**src/hw/rtl/assert_macros.svh**
```systemverilog
// ---------------------------------------------------------------------------
// Assertion macros
// Shared concurrent assertion forms. They are compiled out when SYNTH is set.
// ---------------------------------------------------------------------------
`ifndef ASSERT_MACROS_SVH
`define ASSERT_MACROS_SVH
`ifndef SYNTH
// The expression must hold at every clock edge outside reset.
`define ASSERT_ALWAYS(lbl, clk, rst_n, expr) \
  lbl: assert property (@(posedge clk) disable iff (!rst_n) (expr)) \
    else $error("invariant violated");
// The consequent must hold in the cycle after the antecedent.
`define ASSERT_NEXT(lbl, clk, rst_n, ante, cons) \
  lbl: assert property (@(posedge clk) disable iff (!rst_n) (ante) |=> (cons)) \
    else $error("sequence violated");
`else
`define ASSERT_ALWAYS(lbl, clk, rst_n, expr)
`define ASSERT_NEXT(lbl, clk, rst_n, ante, cons)
`endif
`endif

```
**src/hw/rtl/blpg_pkg.sv**
```systemverilog
// ---------------------------------------------------------------------------
// Line pixel generator package
// Command codes and fixed field widths of the line pixel generator.
// ---------------------------------------------------------------------------
package blpg_pkg;

  localparam int MODE_BITS  = 3;
  localparam int COLOR_BITS = 8;

  // Command carried with each input transfer.
  typedef enum logic [MODE_BITS-1:0] {
    MODE_MOVE_TO  = 3'd0,
    MODE_LINE_TO  = 3'd1,
    MODE_MOVE_REL = 3'd2,
    MODE_LINE_REL = 3'd3,
    MODE_STEP     = 3'd4
  } mode_t;

endpackage

```
**src/hw/rtl/bresenham_line_pixel_generator_core.sv**
```systemverilog
// ---------------------------------------------------------------------------
// Bresenham line pixel generator core
// A pen-based line drawer that turns move, line and step commands into
// pixel coordinates. Move commands (absolute, or relative with wrap-around
// modulo the coordinate range) reposition the pen and give no pixel. Line
// commands set up a Bresenham walk from the pen to the target, emit the
// first pixel straight away and leave the pen at the target; every step
// command then emits the next pixel, with tlast marking the final one. A
// step with no line in progress gives nothing, and a move or line command
// abandons an unfinished line. Each pixel carries the draw colour held in
// the configuration register at the time the command is taken. The core
// takes one command per clock cycle: every command is resolved by the
// combinational setup and error-update logic in front of the pen and walk
// registers, and its pixel goes to the output register, or to the skid
// entry while the output stalls. A two-entry output buffer lets one more
// pixel in while another waits on a stalled receiver; in_tready drops only
// when both entries are full. Commands above the step code are ignored.
// ---------------------------------------------------------------------------
`include "assert_macros.svh"

module bresenham_line_pixel_generator_core #(
  parameter int COORD_BITS = 9,
  localparam int IN_BITS   = 4 * COORD_BITS + 2,
  localparam int IN_W      = ((IN_BITS + 7) / 8) * 8,
  localparam int OUT_BITS  = 2 * COORD_BITS + blpg_pkg::COLOR_BITS,
  localparam int OUT_W     = ((OUT_BITS + 7) / 8) * 8
) (
  input  logic                              clk,
  input  logic                              rst_n,
  // Configuration: draw colour.
  input  logic                              cfg_wr_en,
  input  logic [blpg_pkg::COLOR_BITS-1:0]   cfg_wr_data,
  // Command stream.
  input  logic                              in_tvalid,
  output logic                              in_tready,
  // tdata, from bit 0: pos_x, pos_y, delta_x, delta_y, zero padding.
  input  logic [IN_W-1:0]                   in_tdata,
  // tuser: mode.
  input  logic [blpg_pkg::MODE_BITS-1:0]    in_tuser,
  // Pixel stream.
  output logic                              out_tvalid,
  input  logic                              out_tready,
  // tdata, from bit 0: pixel_x, pixel_y, pixel_color, zero padding.
  output logic [OUT_W-1:0]                  out_tdata,
  // tlast: line_last.
  output logic                              out_tlast
);

  localparam int C = COORD_BITS;
  localparam logic [C-1:0] COORD_ONE = C'(1);

  typedef struct packed {
    logic [C-1:0]                    x;
    logic [C-1:0]                    y;
    logic [blpg_pkg::COLOR_BITS-1:0] color;
    logic                            last;
  } pixel_t;

  // Configuration register.
  logic [blpg_pkg::COLOR_BITS-1:0] draw_color_r;

  // Pen and walk state.
  logic [C-1:0]        pen_x_r, pen_x_nxt;
  logic [C-1:0]        pen_y_r, pen_y_nxt;
  logic                line_active_r, line_active_nxt;
  logic                axes_swapped_r, axes_swapped_nxt;
  logic [C-1:0]        major_pos_r, major_pos_nxt;
  logic [C-1:0]        major_end_r, major_end_nxt;
  logic [C-1:0]        minor_pos_r, minor_pos_nxt;
  logic                minor_descends_r, minor_descends_nxt;
  logic [C-1:0]        major_span_r, major_span_nxt;
  logic [C-1:0]        minor_span_r, minor_span_nxt;
  logic signed [C+1:0] error_acc_r, error_acc_nxt;

  // Output register and skid entry.
  logic   out_valid_r, skid_valid_r;
  pixel_t out_pix_r, skid_pix_r;

  // Input fields.
  blpg_pkg::mode_t mode;
  logic [C-1:0]    pos_x, pos_y;
  logic [C:0]      delta_x, delta_y;
  logic            in_acc;

  assign mode    = blpg_pkg::mode_t'(in_tuser);
  assign pos_x   = in_tdata[C-1:0];
  assign pos_y   = in_tdata[2*C-1:C];
  assign delta_x = in_tdata[3*C:2*C];
  assign delta_y = in_tdata[4*C+1:3*C+1];

  assign in_tready = !skid_valid_r;
  assign in_acc    = in_tvalid && in_tready;

  // Target of the command: relative targets wrap modulo the coordinate range.
  logic         is_rel;
  logic [C-1:0] tgt_x, tgt_y;

  assign is_rel = (mode == blpg_pkg::MODE_MOVE_REL) || (mode == blpg_pkg::MODE_LINE_REL);
  assign tgt_x  = is_rel ? (pen_x_r + delta_x[C-1:0]) : pos_x;
  assign tgt_y  = is_rel ? (pen_y_r + delta_y[C-1:0]) : pos_y;

  // Line setup: pick the major axis and order the endpoints so that it ascends.
  logic [C-1:0] dx, dy, a0, a1, b0, b1;
  logic [C-1:0] s_maj0, s_maj1, s_min0, s_min1;
  logic         s_swap, s_flip;

  always_comb begin
    dx     = (tgt_x > pen_x_r) ? (tgt_x - pen_x_r) : (pen_x_r - tgt_x);
    dy     = (tgt_y > pen_y_r) ? (tgt_y - pen_y_r) : (pen_y_r - tgt_y);
    s_swap = dy > dx;
    a0     = s_swap ? pen_y_r : pen_x_r;
    b0     = s_swap ? pen_x_r : pen_y_r;
    a1     = s_swap ? tgt_y : tgt_x;
    b1     = s_swap ? tgt_x : tgt_y;
    s_flip = a0 > a1;
    s_maj0 = s_flip ? a1 : a0;
    s_maj1 = s_flip ? a0 : a1;
    s_min0 = s_flip ? b1 : b0;
    s_min1 = s_flip ? b0 : b1;
  end

  // Walk values for this command: a fresh setup for a line, the stored
  // walk for a step.
  logic                is_line;
  logic                cur_swap, cur_desc;
  logic [C-1:0]        cur_maj, cur_end, cur_min, cur_majspan, cur_minspan;
  logic signed [C+1:0] cur_err;

  assign is_line = (mode == blpg_pkg::MODE_LINE_TO) || (mode == blpg_pkg::MODE_LINE_REL);

  always_comb begin
    if (is_line) begin
      cur_swap    = s_swap;
      cur_maj     = s_maj0;
      cur_end     = s_maj1;
      cur_min     = s_min0;
      cur_desc    = !(s_min0 < s_min1);
      cur_majspan = s_maj1 - s_maj0;
      cur_minspan = (s_min1 > s_min0) ? (s_min1 - s_min0) : (s_min0 - s_min1);
      cur_err     = '0;
    end else begin
      cur_swap    = axes_swapped_r;
      cur_maj     = major_pos_r;
      cur_end     = major_end_r;
      cur_min     = minor_pos_r;
      cur_desc    = minor_descends_r;
      cur_majspan = major_span_r;
      cur_minspan = minor_span_r;
      cur_err     = error_acc_r;
    end
  end

  // Pixel for this command and the Bresenham advance to the next one.
  pixel_t              pix;
  logic signed [C+1:0] err_sum, adv_err;
  logic signed [C+2:0] err_twice, span_ext;
  logic                minor_move;
  logic [C-1:0]        adv_min, adv_maj;

  always_comb begin
    pix.x      = cur_swap ? cur_min : cur_maj;
    pix.y      = cur_swap ? cur_maj : cur_min;
    pix.color  = draw_color_r;
    pix.last   = (cur_maj == cur_end);
    err_sum    = cur_err + $signed({2'b00, cur_minspan});
    err_twice  = $signed({err_sum, 1'b0});
    span_ext   = $signed({3'b000, cur_majspan});
    minor_move = err_twice >= span_ext;
    adv_err    = minor_move ? (err_sum - $signed({2'b00, cur_majspan})) : err_sum;
    adv_min    = minor_move ? (cur_desc ? (cur_min - COORD_ONE) : (cur_min + COORD_ONE))
                            : cur_min;
    adv_maj    = cur_maj + COORD_ONE;
  end

  // Command decode and next state.
  logic res_vld;

  always_comb begin
    pen_x_nxt          = pen_x_r;
    pen_y_nxt          = pen_y_r;
    line_active_nxt    = line_active_r;
    axes_swapped_nxt   = axes_swapped_r;
    major_pos_nxt      = major_pos_r;
    major_end_nxt      = major_end_r;
    minor_pos_nxt      = minor_pos_r;
    minor_descends_nxt = minor_descends_r;
    major_span_nxt     = major_span_r;
    minor_span_nxt     = minor_span_r;
    error_acc_nxt      = error_acc_r;
    res_vld            = 1'b0;
    unique case (mode) inside
      blpg_pkg::MODE_MOVE_TO, blpg_pkg::MODE_MOVE_REL: begin
        pen_x_nxt       = tgt_x;
        pen_y_nxt       = tgt_y;
        line_active_nxt = 1'b0;
      end
      blpg_pkg::MODE_LINE_TO, blpg_pkg::MODE_LINE_REL: begin
        res_vld            = in_acc;
        pen_x_nxt          = tgt_x;
        pen_y_nxt          = tgt_y;
        axes_swapped_nxt   = cur_swap;
        major_end_nxt      = cur_end;
        minor_descends_nxt = cur_desc;
        major_span_nxt     = cur_majspan;
        minor_span_nxt     = cur_minspan;
        line_active_nxt    = !pix.last;
        major_pos_nxt      = pix.last ? cur_maj : adv_maj;
        minor_pos_nxt      = pix.last ? cur_min : adv_min;
        error_acc_nxt      = pix.last ? cur_err : adv_err;
      end
      blpg_pkg::MODE_STEP: begin
        if (line_active_r) begin
          res_vld = in_acc;
          if (pix.last) begin
            line_active_nxt = 1'b0;
          end else begin
            major_pos_nxt = adv_maj;
            minor_pos_nxt = adv_min;
            error_acc_nxt = adv_err;
          end
        end
      end
      default: begin
      end
    endcase
  end

  // Configuration register.
  always_ff @(posedge clk) begin
    if (!rst_n) begin
      draw_color_r <= '0;
    end else if (cfg_wr_en) begin
      draw_color_r <= cfg_wr_data;
    end
  end

  // Pen and walk registers update only on an accepted transfer.
  always_ff @(posedge clk) begin
    if (!rst_n) begin
      pen_x_r          <= '0;
      pen_y_r          <= '0;
      line_active_r    <= 1'b0;
      axes_swapped_r   <= 1'b0;
      major_pos_r      <= '0;
      major_end_r      <= '0;
      minor_pos_r      <= '0;
      minor_descends_r <= 1'b0;
      major_span_r     <= '0;
      minor_span_r     <= '0;
      error_acc_r      <= '0;
    end else if (in_acc) begin
      pen_x_r          <= pen_x_nxt;
      pen_y_r          <= pen_y_nxt;
      line_active_r    <= line_active_nxt;
      axes_swapped_r   <= axes_swapped_nxt;
      major_pos_r      <= major_pos_nxt;
      major_end_r      <= major_end_nxt;
      minor_pos_r      <= minor_pos_nxt;
      minor_descends_r <= minor_descends_nxt;
      major_span_r     <= major_span_nxt;
      minor_span_r     <= minor_span_nxt;
      error_acc_r      <= error_acc_nxt;
    end
  end

  // Output register with one skid entry. A new pixel can only arrive while
  // the skid entry is empty, because in_tready is low otherwise.
  logic out_free;

  assign out_free = !out_valid_r || out_tready;

  always_ff @(posedge clk) begin
    if (!rst_n) begin
      out_valid_r  <= 1'b0;
      skid_valid_r <= 1'b0;
    end else if (out_free) begin
      if (skid_valid_r) begin
        out_valid_r  <= 1'b1;
        skid_valid_r <= 1'b0;
      end else begin
        out_valid_r <= res_vld;
      end
    end else if (res_vld) begin
      skid_valid_r <= 1'b1;
    end
  end

  always_ff @(posedge clk) begin
    if (out_free) begin
      out_pix_r <= skid_valid_r ? skid_pix_r : pix;
    end
    if (!out_free && res_vld) begin
      skid_pix_r <= pix;
    end
  end

  assign out_tvalid = out_valid_r;
  assign out_tdata  = OUT_W'({out_pix_r.color, out_pix_r.y, out_pix_r.x});
  assign out_tlast  = out_pix_r.last;

  // The skid entry is only ever filled behind a waiting output register.
  `ASSERT_ALWAYS(a_skid_behind_out, clk, rst_n, !skid_valid_r || out_valid_r)
  // A pixel produced against a stalled output must be parked in the skid entry.
  `ASSERT_NEXT(a_stall_parks_pixel, clk, rst_n, res_vld && out_valid_r && !out_tready, skid_valid_r)
  // Emitting the final pixel of a line leaves no line in progress.
  `ASSERT_NEXT(a_last_ends_line, clk, rst_n, res_vld && pix.last, !line_active_r)
  // A step with no line in progress produces no pixel.
  `ASSERT_ALWAYS(a_idle_step, clk, rst_n, !res_vld || mode != blpg_pkg::MODE_STEP || line_active_r)

endmodule

```
**config.mk**
```make
export PLATFORM = sky130hd
export DESIGN_NAME = bresenham_line_pixel_generator_core
export DESIGN_NICKNAME = d
export VERILOG_FILES = /design/src/hw/rtl/blpg_pkg.sv /design/src/hw/rtl/bresenham_line_pixel_generator_core.sv
export VERILOG_INCLUDE_DIRS = /design/src /design/src/hw/rtl
export SDC_FILE = /design/constraint.sdc
export NUM_CORES = 1
export LEC_CHECK = 0
export BUFFER_PORTS_ARGS = -buffer_cell sky130_fd_sc_hd__buf_4
export CORE_UTILIZATION = 52
export DETAILED_ROUTE_END_ITERATION = 16
export HOLD_SLACK_MARGIN = 0.05
export PLACE_DENSITY_LB_ADDON = 0.25
export SLEW_MARGIN = 15
export SYNTH_ARGS = -nofsm -noshare
export SYNTH_HDL_FRONTEND = slang
export SYNTH_SLANG_ARGS = --single-unit
export TNS_END_PERCENT = 100
```
**constraint.sdc**
```tcl
create_clock -name clk -period 17.4 [get_ports clk]
set_input_delay 2.61 -clock clk [delete_from_list [all_inputs] [get_ports clk]]
set_output_delay 2.61 -clock clk [all_outputs]
set_load 0.01 [all_outputs]
```
==> impl_metrics.toml <==
[outcome]
status = "finished, final reports clean"

[routing]
met1Wirelength_um = 16500
ant_nets = 0
wl_per_cell_um = 19.3
avgViaCountPerCell = 5.93
num_vias = 11400
wl_met2_um = 16700
drc = 0
top_layer = "met4"
drt_wl_total_um = 37100
drt_first_pass_iters = 6
wl_met3_um = 3080
drtIter0Drc = 969

[critical_path]
cp_data_arrival_time_ns = 16.81
crit_path_end_kind = "register"
cp.required_ns = 17.77
path_common_cell = "buf_4"
crit_family = "compound AO/OA/AOI/OAI gates"
path_buf_inv = 12
crit_path_top_delay_cell = "or4_1"
r2r_start = "pen_x_r[1]$_SDFFE_PN0P_"
cp_max_fo = 17
rr_endpoint = "error_acc_r[9]$_SDFFE_PN0P_"
start_kind = "input pin"
cp.depth = 65
criticalPathCategory = "in -> reg"
reg2reg_depth = 63
cpPeakStageDelay_ns = 0.52
reg2reg_slack_ns = 2.47

[yosys]
ys_top_cells_by_area = "dfxtp_1 14%, edfxtp_1 13%, ha_1 12%, nand2_1 5.1%, a21oi_1 4.9%"
synth_top_area_cell = "dfxtp_1"
synth-edff-count = 54
synth_top_flop_cell = "dfxtp_1"
synth_cells = 1505
ys_seq_area_frac = 0.270
syn_area_um2 = 12500
synth_cell_types = 94
synth_warnings = 0
synth_area_per_cell_um2 = 8.29
synth_top_area_frac = 0.140
ys_ff_latch = 141
ys_async_sr_fraction = 0

[cells_and_area]
syn_to_final_growth_pct = 13.8
multi_input_area_um2 = 8490
drive_above_1_share = 0.156
nNetsFinal = 1779
regArea_um2 = 3360
fillers = 2103
layout_commonest_cell = "nand2_1"
diodes = 0
mostFrequentLayoutCells = "168 x nand2_1, 142 x nor2_1, 134 x buf_4, 121 x a21oi_1, 121 x ha_1"

[global_routing]
antenna_found_initial = 0
track_usage = 0.307
overflow = 0
grt_max_degree = 78
grt_pass1_wl_um = 57500
grt_pass1_vias = 10800

[flow_run]
cap_violations = 0

[sta]
final_max_slew_viol_count = 0
period_share = 0.945
hold_ws_ns = 0.444
max-slew-margin-rel = 0.265
setup_viol = 0
layout_min_cycle_time_ns = 16.43
layout_setup_ws_ns = 0.965
hold_viol_final = 0
fin_skew_ns = 0.00953
tightestPinTransition_ns = 1.10
fmax_mhz = 60.8

[min_path]
min_from = "error_acc_r[6]$_SDFFE_PN0P_"
min_path_cells = 2
min_path_type = "reg -> reg"
hold-path-endpoint = "error_acc_r[6]$_SDFFE_PN0P_"

[clock_network]
cts_tree = "done"
clock_sinks = 141
cts.clk_slew.worst_paths_ns = 0.07
insertion_delay_ns = 0.43
cts_inserted_buffers = 17
clock-root-buffer = "clkbuf_16"
clock_path_buffers = 2
cts_hold_buf = 0
cts_max_level = 4

[placed_design]
gp_congestion = 0.948
portBuffers = 80
post-dp-hpwl_um = 28000
place_ws_ns = 0.490

[floorplanning]
die_y_um = 157
ioPinCount = 91
start_util = 0.531
fp-row-count = 56
core_um2 = 23500
die_area_um2 = 24600
fp.dieW_um = 157
worst max-delay path by stage:
stage / start / to
finish: in_tdata[18] / error_acc_r[9]$_SDFFE_PN0P_
global route: in_tdata[18] / error_acc_r[9]$_SDFFE_PN0P_
CTS: in_tdata[18] / error_acc_r[9]$_SDFFE_PN0P_
detailed placement: in_tdata[18] / error_acc_r[2]$_SDFFE_PN0P_
global placement: in_tdata[18] / error_acc_r[2]$_SDFFE_PN0P_
floorplan: in_tdata[18] / error_acc_r[9]$_SDFFE_PN0P_
state kept, by name (all words and copies together) (netlist names):
name,flops
minor_descends_r,1
pen_y_r,9
out_tlast,1
out_tvalid,1
out_tdata,26
skid_valid_r,1
minor_pos_r,9
error_acc_r,11
pen_x_r,9
major_end_r,9
line_active_r,1
minor_span_r,9
axes_swapped_r,1
major_pos_r,9
skid_pix_r,27
major_span_r,9
draw_color_r,8
layout make-up:
cell class,count,area share
multi-input cells,1201,0.598
flip-flops and latches,141,0.237
repair buffers,134,0.0709
clock buffers,17,0.0300
well taps,319,0.0281
inverters,96,0.0254
clock inverters,15,0.0106
worst register-to-register path: cells and delay by family, from the launching register on:
family                   cells  cell delay (ns)
flip-flops                   1             0.65
XOR/XNOR                     3             0.59
AO/OA/AOI/OAI               25             5.33
multiplexers                 2             0.66
AND/OR/NAND/NOR             16             3.39
buffers and inverters       11             2.29
adder cells (fa/ha/maj)      6             2.01
cell usage after synthesis (all sizes together), types with 6 or more instances:
cell	instances
buf	26
and2	13
mux2i	50
edfxtp	54
nor2b	18
and3	9
nand4	11
a211oi	35
o31ai	8
a21boi	8
nand3	13
nand2	168
a21oi	126
ha	121
a2111oi	7
xnor2	62
o21bai	6
inv	96
o211ai	14
and4	7
clkbuf	47
o21a	15
a221oi	6
mux2	36
a21o	46
nor4	10
dfxtp	87
fa	11
nor2	145
o2111ai	6
xor2	27
nor3	18
o21ai	100
a31oi	12
or2	10
nand2b	13
logic make-up after synthesis:
group,Yosys count,synth area share
flip-flops,141,0.270
AO/OA/AOI/OAI,433,0.228
multiplexers,86,0.0745
buffers and inverters,169,0.0552
XOR/XNOR,90,0.0649
AND/OR/NAND/NOR,451,0.167
adder cells (fa/ha/maj),134,0.141
other,1,0.000301
metrics by stage:
| stage | instance area, um^2 | util | TNS, ns | instances |
|---|---|---|---|---|
| final | 14200 | 0.605 | 0 | 1923 |
| after floorplan | 12500 | - | 0 | 1510 |
| after detailed placement | 13600 | 0.578 | 0 | 1889 |
| after global routing | 14200 | 0.605 | -0.00536 | 1923 |
| after global placement | 13600 | 0.578 | 0 | 1889 |
| after CTS | 14200 | 0.603 | 0 | 1921 |
metal layers:
layer,up-vias,track usage
met5,-,0
met4,0,0.0915
met3,60,0.0537
met2,431,0.491
met1,5373,0.421
li1,5543,-
timing repair:
action / 4_1_cts / 5_1_grt
buffers inserted: 0 / 1
setup endpoints to repair: 0 / 20
resized for setup: 0 / 7
Power is left out: the tool's default activity adds up to more than one toggle a clock period on the data nets, which glitch-free logic cannot reach.
